--- config.mk ---
export PLATFORM = sky130hd
export DESIGN_NAME = length_prefix_deframer_core
export DESIGN_NICKNAME = d
export VERILOG_FILES = /design/src/hdl/lpd_pkg.sv /design/src/hdl/lpd_parser.sv /design/src/hdl/lpd_out_buf.sv /design/src/hdl/length_prefix_deframer_core.sv
export SDC_FILE = /design/constraint.sdc
export NUM_CORES = 1
export LEC_CHECK = 0
export CAP_MARGIN = 0
export CORE_MARGIN = 8
export CORE_UTILIZATION = 35
export DETAILED_ROUTE_END_ITERATION = 8
export DONT_BUFFER_PORTS = 1
export PLACE_DENSITY = 0.53
export SLEW_MARGIN = 10
export SYNTH_ARGS = -nofsm -noshare
export SYNTH_HDL_FRONTEND = slang
export SYNTH_HIERARCHICAL = 1
export SYNTH_SLANG_ARGS = --single-unit
--- constraint.sdc ---
create_clock -name clock -period 5.45 [get_ports clock]
set_input_delay 0.545 -clock clock [delete_from_list [all_inputs] [get_ports clock]]
set_output_delay 0.545 -clock clock [all_outputs]
set_load 0.05 [all_outputs]
--- src/hdl/lpd_pkg.sv ---
package lpd_pkg;

   // Configuration register indexes
   typedef enum logic [0:0] {
      CSR_HEADER_SIZE_FOUR  = 1'b0,
      CSR_BYTE_ORDER_LITTLE = 1'b1
   } csr_index_type;

   // Index of the final header byte for each header size
   localparam logic [1:0] HDR_LAST_TWO  = 2'd1;
   localparam logic [1:0] HDR_LAST_FOUR = 2'd3;

   localparam int unsigned RSP_DATA_W = 40;

   typedef struct packed {
      logic header_size_four;
      logic byte_order_little;
   } cfg_type;

   typedef struct packed {
      logic [31:0] message_length;
      logic        end_of_message;
      logic        has_byte;
      logic [7:0]  payload_byte;
   } result_type;

endpackage

--- src/hdl/lpd_parser.sv ---
module lpd_parser
   import lpd_pkg::*;
(
   input  logic       clock,
   input  logic       reset,
   input  cfg_type    cfg,
   input  logic       word_accept,
   input  logic [7:0] stream_byte,
   output logic       result_valid,
   output result_type result
);

   logic [31:0] header_accum_ff,    header_accum_in;
   logic [1:0]  header_seen_ff,     header_seen_in;
   logic        in_payload_ff,      in_payload_in;
   logic [31:0] bytes_remaining_ff, bytes_remaining_in;
   logic [31:0] current_length_ff,  current_length_in;

   logic [31:0] accum_next;
   logic [31:0] decoded_length;
   logic [1:0]  last_index;
   logic        payload_last;

   // Merge the incoming header byte into the accumulator
   always_comb begin
      accum_next = {header_accum_ff[23:0], stream_byte};
      if (cfg.byte_order_little) begin
         accum_next = header_accum_ff;
         for (int lane = 0; lane < 4; lane++) begin
            if (header_seen_ff == 2'(lane)) begin
               accum_next[lane*8 +: 8] = stream_byte;
            end
         end
      end
   end

   assign last_index     = cfg.header_size_four ? HDR_LAST_FOUR : HDR_LAST_TWO;
   assign decoded_length = cfg.header_size_four ? accum_next : {16'h0000, accum_next[15:0]};
   assign payload_last   = (bytes_remaining_ff <= 32'd1);

   // Next state and result for one accepted word
   always_comb begin
      header_accum_in    = header_accum_ff;
      header_seen_in     = header_seen_ff;
      in_payload_in      = in_payload_ff;
      bytes_remaining_in = bytes_remaining_ff;
      current_length_in  = current_length_ff;
      result_valid       = 1'b0;
      result             = '0;
      if (word_accept) begin
         if (in_payload_ff) begin
            result_valid          = 1'b1;
            result.payload_byte   = stream_byte;
            result.has_byte       = 1'b1;
            result.end_of_message = payload_last;
            result.message_length = current_length_ff;
            if (payload_last) begin
               bytes_remaining_in = '0;
               in_payload_in      = 1'b0;
            end else begin
               bytes_remaining_in = bytes_remaining_ff - 32'd1;
            end
         end else if (header_seen_ff < last_index) begin
            header_accum_in = accum_next;
            header_seen_in  = header_seen_ff + 2'd1;
         end else begin
            header_accum_in = '0;
            header_seen_in  = '0;
            if (decoded_length == 32'd0) begin
               // empty message: emit a marker and expect the next header
               current_length_in     = '0;
               bytes_remaining_in    = '0;
               result_valid          = 1'b1;
               result.end_of_message = 1'b1;
            end else begin
               current_length_in  = decoded_length;
               bytes_remaining_in = decoded_length;
               in_payload_in      = 1'b1;
            end
         end
      end
   end

   always_ff @(posedge clock) begin
      if (reset) begin
         header_accum_ff    <= '0;
         header_seen_ff     <= '0;
         in_payload_ff      <= 1'b0;
         bytes_remaining_ff <= '0;
         current_length_ff  <= '0;
      end else begin
         header_accum_ff    <= header_accum_in;
         header_seen_ff     <= header_seen_in;
         in_payload_ff      <= in_payload_in;
         bytes_remaining_ff <= bytes_remaining_in;
         current_length_ff  <= current_length_in;
      end
   end

endmodule

--- src/hdl/lpd_out_buf.sv ---
module lpd_out_buf
   import lpd_pkg::*;
(
   input  logic       clock,
   input  logic       reset,
   input  logic       push_valid,
   input  result_type push_data,
   output logic       push_ready,
   output logic       out_valid,
   output result_type out_data,
   input  logic       out_ready
);

   logic       main_valid_ff, main_valid_in;
   result_type main_data_ff,  main_data_in;
   logic       skid_valid_ff, skid_valid_in;
   result_type skid_data_ff,  skid_data_in;

   assign push_ready = !skid_valid_ff;
   assign out_valid  = main_valid_ff;
   assign out_data   = main_data_ff;

   // Hold a result in the skid stage while the output word is stalled
   always_comb begin
      main_valid_in = main_valid_ff;
      main_data_in  = main_data_ff;
      skid_valid_in = skid_valid_ff;
      skid_data_in  = skid_data_ff;
      if (skid_valid_ff) begin
         if (out_ready) begin
            main_data_in  = skid_data_ff;
            skid_valid_in = 1'b0;
         end
      end else if (push_valid) begin
         if (!main_valid_ff || out_ready) begin
            main_valid_in = 1'b1;
            main_data_in  = push_data;
         end else begin
            skid_valid_in = 1'b1;
            skid_data_in  = push_data;
         end
      end else if (out_ready) begin
         main_valid_in = 1'b0;
      end
   end

   always_ff @(posedge clock) begin
      if (reset) begin
         main_valid_ff <= 1'b0;
         skid_valid_ff <= 1'b0;
      end else begin
         main_valid_ff <= main_valid_in;
         skid_valid_ff <= skid_valid_in;
      end
      main_data_ff <= main_data_in;
      skid_data_ff <= skid_data_in;
   end

endmodule

--- src/hdl/length_prefix_deframer_core.sv ---
// Splits a byte stream into messages, each led by a 2- or 4-byte length header
// (big- or little-endian, set through the csr port; the user must set it only
// while the block is idle, which the block does not enforce). Header words give
// no output; each payload word comes out with its message length in tdata and
// tlast on the final byte; a zero-length header gives one word with tuser low
// and tlast high. One word is taken every cycle while req_tready is high; a
// two-entry output buffer registers each result and drops req_tready while its skid entry is full.
module length_prefix_deframer_core
   import lpd_pkg::*;
(
   input  logic                  clock,
   input  logic                  reset,
   input  logic                  req_tvalid,
   output logic                  req_tready,
   input  logic [7:0]            req_tdata,   // [7:0] stream_byte
   output logic                  rsp_tvalid,
   input  logic                  rsp_tready,
   output logic [RSP_DATA_W-1:0] rsp_tdata,   // [7:0] payload_byte, [39:8] message_length
   output logic                  rsp_tuser,   // [0] has_byte
   output logic                  rsp_tlast,
   input  logic                  csr_valid,
   output logic                  csr_ready,
   input  logic                  csr_index,
   input  logic                  csr_data
);

   cfg_type    cfg_ff, cfg_in;
   logic       word_accept;
   logic       result_valid;
   result_type result;
   result_type out_data;

   assign csr_ready   = 1'b1;
   assign word_accept = req_tvalid && req_tready;

   // Write configuration registers
   always_comb begin
      cfg_in = cfg_ff;
      if (csr_valid) begin
         case (csr_index_type'(csr_index))
            CSR_HEADER_SIZE_FOUR:  cfg_in.header_size_four  = csr_data;
            CSR_BYTE_ORDER_LITTLE: cfg_in.byte_order_little = csr_data;
            default:               cfg_in = cfg_ff;
         endcase
      end
   end

   always_ff @(posedge clock) begin
      if (reset) begin
         cfg_ff <= '0;
      end else begin
         cfg_ff <= cfg_in;
      end
   end

   lpd_parser u_parser (
      .clock        (clock),
      .reset        (reset),
      .cfg          (cfg_ff),
      .word_accept  (word_accept),
      .stream_byte  (req_tdata),
      .result_valid (result_valid),
      .result       (result)
   );

   lpd_out_buf u_out_buf (
      .clock      (clock),
      .reset      (reset),
      .push_valid (result_valid),
      .push_data  (result),
      .push_ready (req_tready),
      .out_valid  (rsp_tvalid),
      .out_data   (out_data),
      .out_ready  (rsp_tready)
   );

   // Pack the result word
   assign rsp_tdata = {out_data.message_length, out_data.payload_byte};
   assign rsp_tuser = out_data.has_byte;
   assign rsp_tlast = out_data.end_of_message;

endmodule
==> Word-level counts from Yosys, hierarchy flattened <==
Index checks and enable logic that the tools add are counted.
{ "word_totals": {"input_bits": 15, "out_inout_bits": 45, "regBits": 187} }
{ "classes": {"n_reduce_logical": 17, "addsub": 2, "eq_ne": 6, "order_cmp": 2, "muxes": 36, "n_bitwise": 5} }
{ "op_table": {"columns": ["cell", "n"], "rows": [
  ["2-to-1 mux 32 bit", 8],
  ["2-to-1 mux 42 bit", 5],
  ["less-or-equal comparator 32 x 1 -> 1 bit (second input constant)", 1],
  ["zero test 32 bit", 1],
  ["2-to-1 mux 8 bit", 4],
  ["subtractor 32 x 1 -> 32 bit (second input constant)", 1],
  ["2-to-1 mux 1 bit", 16],
  ["AND reduction 3 bit", 4],
  ["2-to-1 mux 9 bit", 1],
  ["AND reduction 2 bit", 4],
  ["nonzero test 2 bit", 3],
  ["inverter 1 bit", 5],
  ["equality test 2 bit (second input constant)", 2],
  ["2-to-1 mux 2 bit", 2],
  ["!= test 2 x 1 -> 1 bit (second input constant)", 2],
  ["adder 2 x 1 -> 2 bit (second input constant)", 1],
  ["equality test 2 x 1 -> 1 bit (second input constant)", 1],
  ["zero test 1 bit", 2],
  ["zero test 2 bit", 1],
  ["less-than comparator 2 bit", 1],
  ["!= test 2 bit (second input constant)", 1],
  ["logical AND 1 bit", 1],
  ["logical OR 1 bit", 1]
]} }

==> Depth between registers and ports, before layout <==
Gate-level depths: netlist of the first run.
{ "logic_depth": {"ltp_word": 12, "ltp_mapped": 12} }

==> By module <==
The synthesis of the first run kept the hierarchy.
{ "modules_own_cells": {"columns": ["mod", "area_per_inst_um2", "seq_area_each_um2", "cells_each", "instances"], "rows": [
  ["lpd_parser", 5520.3, 1981.9, 712, 1],
  ["lpd_out_buf", 3198.1, 2562.5, 143, 1],
  ["length_prefix_deframer_core", 112.6, 40.0, 12, 1]
]} }

==> Worst setup path after synthesis of the first run <==
Ideal clock, no wire load.
{ "synth_path": {"path_kind": "reg2reg", "start": "register u_parser.header_seen_ff[0]", "end": "register u_out_buf/skid_data_ff[0] in the netlist's numbering, enable pin", "setup_ps": 493, "period_less_slack_ps": 5773, "stages_incl_launch_ff": 12, "slack_ps": -323, "arrival_ps": 5279, "cell_sequence": "dfxtp_1 -> inv_1 -> ha_1 -> clkbuf_1 -> mux2i_1 -> a31oi_1 -> a2111oi_0 -> nand4_1 -> nor4_1 -> o21a_1 -> nand2_1 -> nor3_1"} }
{ "synth_between": {"elab_chain_cells": 10, "word_cells_on_any_way": 17} }
{ "synth_rtl": {"columns": ["element", "line_no", "source"], "rows": [
  ["from (decl)", "lpd_parser.sv:14", "logic [1:0] header_seen_ff, header_seen_in;"],
  ["from (signal assigned)", "lpd_parser.sv:93", "header_seen_ff <= header_seen_in;"],
  ["equality test 2 x 1 -> 1 bit (tied with other cells)", "lpd_parser.sv:30", "if (header_seen_ff == 2'(lane)) begin"],
  ["2-to-1 mux 8 bit", "lpd_parser.sv:30", null],
  ["2-to-1 mux 32 bit", "lpd_parser.sv:27", "if (cfg.byte_order_little) begin"],
  ["2-to-1 mux 32 bit", "lpd_parser.sv:38", "assign decoded_length = cfg.header_size_four ? accum_next : {16'h0000, accum_next[15:0]};"],
  ["zero test 32 bit", "lpd_parser.sv:69", "if (decoded_length == 32'd0) begin"],
  ["2-to-1 mux 1 bit", "lpd_parser.sv:69", null],
  ["2-to-1 mux 1 bit (*)", "lpd_parser.sv:63", "end else if (header_seen_ff < last_index) begin"],
  ["2-to-1 mux 1 bit (*)", "lpd_parser.sv:51", "if (in_payload_ff) begin"],
  ["2-to-1 mux 1 bit (*)", "lpd_parser.sv:50", "if (word_accept) begin"],
  ["net result_valid", "length_prefix_deframer_core.sv:29", "logic result_valid;"],
  ["AND reduction 3 bit (no line) (*)", null, null],
  ["to (signal assigned)", "lpd_out_buf.sv:56", "skid_data_ff <= skid_data_in;"],
  ["to (decl)", "lpd_out_buf.sv:17", "result_type skid_data_ff, skid_data_in;"]
]} }
Mark *: on every way through the listed nets, which the timed path passes. The rest lies on a longest branch.
A chain may end at the register's enable or synchronous reset.

==> Worst setup path in the final report of the first run <==
{ "layout_path": {"start": "register u_parser.header_seen_ff[0]", "end": "register u_out_buf.main_data_ff (netlist bit u_out_buf/out_data[8]), enable pin"} }
{ "layout_between": {"elab_chain_cells": 11, "word_cells_on_any_way": 18} }
{ "layout_rtl": {"columns": ["element", "line_no", "source"], "rows": [
  ["equality test 2 x 1 -> 1 bit (tied with other cells)", "lpd_parser.sv:30", null],
  ["2-to-1 mux 8 bit", "lpd_parser.sv:30", null],
  ["2-to-1 mux 32 bit", "lpd_parser.sv:27", null],
  ["2-to-1 mux 32 bit", "lpd_parser.sv:38", null],
  ["zero test 32 bit", "lpd_parser.sv:69", null],
  ["2-to-1 mux 1 bit", "lpd_parser.sv:69", null],
  ["2-to-1 mux 1 bit (*)", "lpd_parser.sv:63", null],
  ["2-to-1 mux 1 bit (*)", "lpd_parser.sv:51", null],
  ["2-to-1 mux 1 bit (*)", "lpd_parser.sv:50", null],
  ["net result_valid", "length_prefix_deframer_core.sv:29", null],
  ["nonzero test 2 bit (no line) (*)", null, null],
  ["AND reduction 3 bit (no line) (*)", null, null],
  ["to (signal assigned)", "lpd_out_buf.sv:55", "main_data_ff <= main_data_in;"],
  ["to (decl)", "lpd_out_buf.sv:15", "result_type main_data_ff, main_data_in;"]
]} }
Marked as above.

==> flow_metrics.py, run 1 <==
metrics = {
    "finish": {
        "nNetsFinal": 859,
        "fillCellCount": 2474,
        "regArea_sq_mm": 0.004588,
        "synthToLayoutAreaGrowth_pct": 9.719,
        "finalInstanceArea_sq_mm": 0.009689,
        "multi_input_area_sq_mm": 0.003961,
        "instances_no_fill": 1180,
        "antennaDiodeCount": 0,
        "drive_gt1_frac": 0.1282,
    },
    "pwr": {
        "clkPwrFrac": 0.354,
        "swShare": 0.3174,
        "total_power_mw": 3.495,
        "power_frac_seq": 0.453,
        "pwr-share-comb": 0.193,
        "p_int_mw": 2.386,
        "p_sw_mw": 1.109,
        "powerDensity_mw_per_mm2": 360.7,
        "ir_drop_mv": 0.2279,
        "p_leak_nw": 3.482,
    },
    "timing": {
        "fin_setup_tns_ns": 0,
        "finalCritPeriodShare": 0.7388,
        "rsz0062_at_grt": "false",
        "fin_worst_skew_ns": 0.01442,
        "fmax_ghz": 0.2484,
        "fin_crit_ns": 4.026,
        "timing.final.hold_violations": 0,
        "tightestPinTransition_ns": 0.9936,
        "slew_viol_final": 0,
        "slew_headroom": 0.3376,
        "finalSetupViolCount": 0,
        "whs_ns": 0.1625,
    },
    "synthesis": {
        "syn_inst": 867,
        "synth_top_area_frac": 0.2856,
        "yosysTopAreaCell": "edfxtp_1",
        "ys_types": 72,
        "yosysWarnings": 6,
        "ys_top_cells_by_area": "edfxtp_1, dfxtp_1, nor2_1, mux2i_1, a21oi_1",
        "syn-num-nets": 889,
        "ys_ff_latch": 187,
        "ys_seq_area_frac": 0.5191,
        "synth.top_cells.by_count": "dfxtp_1, nor2_1, edfxtp_1",
        "netlist_area_sq_mm": 0.008831,
        "syn_avg_cell_area_sq_um": 10.19,
        "synthFlopType": "dfxtp_1",
        "synth_edf_count": 84,
        "async_flop_share": 0,
        "synth_most_common_cell": "dfxtp_1",
    },
    "drt": {
        "drcViolationCount": 0,
        "drtIter0Drc": 755,
        "ant_nets": 0,
        "num_vias": 6605,
        "routed_via_density": 5.597,
        "dr.pass1.iters": 5,
        "routed_wl_um": 24020,
        "wl_per_cell_um": 20.36,
    },
    "run_status": {
        "outcome": "finished, final reports clean",
    },
    "min_path": {
        "min_from": "rsp_tready",
        "holdCritPathClass": "in -> reg",
    },
    "grt": {
        "grt_busiest_layer": "met2",
        "grt_pass1_wl_um": 37400,
        "antenna_found_initial": 0,
        "grt_max_degree": 94,
        "grt_use_total": 0.1558,
        "grt_use_met2": 0.2358,
        "met1_usage": 0.2136,
        "grt_overflow": 0,
        "grt_pass1_vias": 6056,
        "use_met3": 0.03151,
    },
    "placement": {
        "hpwlAfterDp_um": 16280,
        "gp_congestion": 0.8593,
        "port_buffers": 0,
        "placed_area_sq_mm": 0.009105,
        "dp.cells": 1148,
    },
    "clocking": {
        "root_buffer": "clkbuf_16",
        "clkLatencyLatePin_ns": 0.44,
        "clk_pin_slew_worst_paths_ns": 0.07,
        "cts.repair.resized": 0,
        "numCtsBuffers": 17,
        "clockBufferDepth": 2,
        "htree_levels": 4,
        "postCtsSetupRepairBufs": 0,
        "cts.sinks": 187,
        "cts_tree": "built",
        "ctsHoldBuffers": 0,
    },
    "critical_path": {
        "path_class": "reg -> reg",
        "reg2reg_slack_ns": 1.42,
        "end_kind": "register",
        "reg2reg_to": "u_out_buf/out_data[8]",
        "r2r-start": "u_parser/header_seen_ff[0]",
        "reg2reg_depth": 8,
        "cp_max_fo": 42,
        "cp-startpoint": "u_parser/header_seen_ff[0]",
        "cp-start-kind": "register",
        "worstPathRequired_ns": 5.50,
        "crit_end": "u_out_buf/out_data[8]",
        "cp.arrival_ns": 4.08,
    },
    "floorplan": {
        "placementRows": 58,
        "dieArea_sq_mm": 0.03057,
        "floorplan.initialDensity": 0.3537,
        "die-width_um": 174.8,
        "core_area_sq_mm": 0.02496,
        "die_h_um": 174.8,
        "io_pins": 60,
    },
    "job": {
        "cap_viol_max_count": 0,
    },
}
cell families (layout without fill, tap and decap cells):
group	count (synthesis)	in the layout	synth area share
xor gates and xnor gates	3	3	0.002976
adders and majority gates	7	7	0.009917
AOI/OAI and AO/OA	216	216	0.1583
other	1	1	0.0004246
muxes	78	78	0.1010
buffers and inverters	74	57	0.03485
DFF	187	187	0.5191
and+or+nand+nor	301	301	0.1734
per-layer routing:
layer | vias up | share of wire
met5 | - | 0
met4 | 0 | 0.028
met3 | 33 | 0.055
met2 | 220 | 0.44
met1 | 3172 | 0.48
li1 | 3180 | -
power by group through the flow:
stage / clock, mW / combinational [mW] / sequential, mW
global route: 1.32 / 0.743 / 1.59
finish: 1.24 / 0.675 / 1.58
floorplan: 0 / 0.506 / 1.60
detailed placement: 0 / 0.661 / 1.61
global placement: 0 / 0.660 / 1.61
CTS: 1.26 / 0.665 / 1.58
state kept, by name (all words and copies together) (netlist names):
register,cells
cfg_ff,2
u_out_buf/out_data,42
u_out_buf/out_valid,1
u_out_buf/skid_data_ff,42
u_out_buf/skid_valid_ff,1
u_parser/bytes_remaining_ff,32
u_parser/current_length_ff,32
u_parser/header_accum_ff,32
u_parser/header_seen_ff,2
u_parser/in_payload_ff,1
critical path, cell delays in order (launching register included):
cell	delay, ns
dfxtp_1	0.45
ha_1	0.53
mux2i_1	0.29
a31oi_1	0.11
a2111oi_0	0.43
nand4_1	0.19
nor4_1	0.56
o21a_1	0.23
o22a_2	0.83
how the worst min path moves through the flow:
stage	to	slack (ns)	cells after the start
after floorplan	u_parser/current_length_ff[13]	0.43	2
after global placement	u_parser/current_length_ff[17]	0.43	2
after detailed placement	u_parser/current_length_ff[13]	0.44	2
after CTS	u_out_buf/skid_valid_ff	0.15	1
after global routing	cfg_ff[0]	0.14	1
final	u_out_buf/skid_valid_ff	0.16	1
per-stage QoR:
stage / utilization / setup slack [ns]
after floorplan: - / 0.9603
after global placement: 0.3647 / 1.535
after detailed placement: 0.3647 / 1.494
after CTS: 0.3881 / 1.475
after global routing: 0.3881 / 1.126
final: 0.3881 / 1.424
cells in the final DEF, fill, tap and decap left out, types with 4 or more instances in the layout:
cell,n
edfxtp_1,84
nor3_1,20
a22oi_1,14
a2bb2oi_1,8
buf_4,13
or4_1,10
nand4_1,5
nand3_1,17
mux2i_1,34
nor4_1,14
a32o_1,6
or3_1,4
o2111ai_1,4
a31oi_1,10
inv_1,10
ha_1,7
a2111oi_0,7
nor2_1,96
mux2_4,15
o32ai_1,4
nand2_1,67
dfxtp_1,100
mux2_2,29
a21oi_1,67
a211oi_1,16
and3_1,41
clkbuf_16,17
nand2b_1,6
o21ai_0,45
layout make-up:
type                    instances  area share
inverters                      12    0.004649
repair buffers                 13     0.01007
clock inverters                14     0.01601
clock buffers                  18     0.04429
flip-flops and latches        187      0.4735
well taps                     330     0.04261
multi-input cells             606      0.4088
(Power assumes the default switching activity.)
==> run 2, diff against run 1 <==
--- a/config.mk
+++ b/config.mk
@@ -10,7 +10,7 @@
 export CORE_UTILIZATION = 35
 export DETAILED_ROUTE_END_ITERATION = 8
 export DONT_BUFFER_PORTS = 1
-export PLACE_DENSITY = 0.53
+export PLACE_DENSITY = 0.51
 export SLEW_MARGIN = 10
 export SYNTH_ARGS = -nofsm -noshare
 export SYNTH_HDL_FRONTEND = slang
==> constraint.sdc (replaced) <==
create_clock -name clock -period 3.8 [get_ports clock]
set_input_delay 0.38 -clock clock [delete_from_list [all_inputs] [get_ports clock]]
set_output_delay 0.38 -clock clock [all_outputs]
set_load 0.05 [all_outputs]
==> flow_metrics.py, run 2 (synthesized netlist as in run 1, its figures left out) <==
metrics = {
    "run_status": {
        "outcome": "finished, final reports clean",
    },
    "min_path": {
        "min_from": "reset",
        "holdCritPathClass": "in -> reg",
    },
    "finish": {
        "fillCellCount": 2445,
        "layout_commonest_cell": "dfxtp_1",
        "synthToLayoutAreaGrowth_pct": 11.24,
        "post-route-util": 0.3935,
        "antennaDiodeCount": 0,
        "most-common-layout-cells": "dfxtp_1, nor2_1, edfxtp_1",
        "drive_gt1_frac": 0.1409,
        "nNetsFinal": 875,
        "finalInstanceArea_sq_mm": 0.009823,
    },
    "timing": {
        "fin_crit_ns": 3.439,
        "slew_headroom": 0.4680,
        "timing.final.hold_violations": 0,
        "tightestPinTransition_ns": 0.7951,
        "finalSetupViolCount": 0,
        "finalCritPeriodShare": 0.9050,
        "fmax_ghz": 0.2908,
        "slew_viol_final": 0,
        "rsz0062_at_grt": "false",
        "fin_worst_skew_ns": 0.01460,
        "fin_setup_tns_ns": 0,
    },
    "pwr": {
        "p_leak_nw": 3.548,
        "powerDensity_mw_per_mm2": 503.3,
        "ir_drop_mv": 0.2550,
        "p_int_mw": 3.371,
        "pwr-share-comb": 0.201,
        "total_power_mw": 4.944,
        "p_sw_mw": 1.573,
        "swShare": 0.3182,
        "clkPwrFrac": 0.337,
        "power_frac_seq": 0.462,
    },
    "critical_path": {
        "cp-start-kind": "register",
        "path_class": "reg -> reg",
        "cp_max_fo": 42,
        "r2r-start": "u_parser/header_seen_ff[0]",
        "end_kind": "register",
        "cp-startpoint": "u_parser/header_seen_ff[0]",
        "cp.arrival_ns": 3.55,
        "worstPathRequired_ns": 3.91,
    },
    "job": {
        "cap_viol_max_count": 0,
    },
    "grt": {
        "antenna_found_initial": 0,
        "grt_pass1_vias": 6351,
        "grt_overflow": 0,
        "grt_use_met2": 0.2477,
        "grt_max_degree": 94,
        "met1_usage": 0.2234,
        "grt_pass1_wl_um": 38810,
        "use_met3": 0.02633,
        "grt_use_total": 0.1620,
        "grt_busiest_layer": "met2",
    },
    "floorplan": {
        "placementRows": 58,
        "io_pins": 60,
        "die_h_um": 174.8,
        "dieArea_sq_mm": 0.03057,
        "die-width_um": 174.8,
        "floorplan.initialDensity": 0.3537,
        "core_area_sq_mm": 0.02496,
    },
    "clocking": {
        "clockBufferDepth": 2,
        "root_buffer": "clkbuf_16",
        "numCtsBuffers": 17,
        "clk_pin_slew_worst_paths_ns": 0.08,
        "cts.sinks": 187,
        "htree_levels": 4,
        "clkLatencyLatePin_ns": 0.43,
        "cts_tree": "built",
    },
    "drt": {
        "num_vias": 6652,
        "routed_wl_um": 24620,
        "drcViolationCount": 0,
        "drtIter0Drc": 645,
        "routed_via_density": 5.562,
        "ant_nets": 0,
        "dr.pass1.iters": 5,
        "wl_per_cell_um": 20.58,
    },
    "placement": {
        "gp_congestion": 0.8306,
        "port_buffers": 0,
        "hpwlAfterDp_um": 17180,
        "placed_area_sq_mm": 0.009246,
    },
}
[run 2: cell types whose count changed in the layout (fill, tap and decap cells not counted), moves of 2 or more]
cell / before / now
ha_1: 7 / 5
dlygate4sd3_1: 0 / 2
ha_2: 0 / 2
buf_4: 13 / 24
buf_12: 0 / 3
[run 2: path summary, 6_finish.rpt]
path         cells after the start                              to  slack (ns)
max                             11       u_out_buf/skid_data_ff[8]        0.36
max reg2reg                     11       u_out_buf/skid_data_ff[8]        0.36
min reg2reg                      2  u_parser/current_length_ff[29]        0.45
min                              1    u_parser/header_accum_ff[17]        0.04
[run 2: cell type report]
| class | instances | area [sq um] | area share |
|---|---|---|---|
| multi-input combinational | 606 | 3973 | 0.4044 |
| clock buffer | 19 | 432.9 | 0.04407 |
| clock inverter | 13 | 111.4 | 0.01134 |
| tap | 330 | 412.9 | 0.04203 |
| timing repair buffer | 29 | 260.3 | 0.02649 |
| inverter | 12 | 45.04 | 0.004585 |
| sequential | 187 | 4588 | 0.4671 |
[run 2: timing repair]
item,CTS,global route
endpoints found under the setup margin,0,42
buffers inserted,0,0
hold buffers,2,0
endpoints found under the hold margin,2,0
gates resized for setup,0,4
[run 2: worst max-delay path, cell delays in order (launching register included)]
cell,delay [ns]
dfxtp_1,0.46
ha_2,0.32
mux2i_1,0.30
a31oi_1,0.13
a2111oi_1,0.50
nand4_1,0.18
nor4_2,0.23
buf_4,0.18
o21a_1,0.15
nand2_1,0.12
nor3_4,0.25
buf_12,0.27
[run 2: power groups by stage]
stage	Combinational [mW]	Sequential (mW)	Clock [mW]
floorplan	0.727	2.29	0
global placement	0.982	2.33	0
detailed placement	0.972	2.33	0
CTS	0.979	2.28	1.71
global route	1.10	2.30	1.78
finish	0.992	2.28	1.67
[run 2: metal layers]
metal | vias up | part of all wire
met2 | 201 | 0.44
met3 | 33 | 0.044
met4 | 0 | 0.027
li1 | 3216 | -
met1 | 3202 | 0.49
met5 | - | 0
[run 2: per-stage QoR]
stage | cells | worst slack (ns) | hold slack, ns
floorplan | 867 | 0.01126 | 0.4319
global placement | 1162 | 0.2132 | 0.4332
detailed placement | 1162 | 0.2833 | 0.4366
CTS | 1196 | 0.2386 | 0.006595
global route | 1196 | 0.07509 | 0.01296
finish | 1196 | 0.3611 | 0.04050
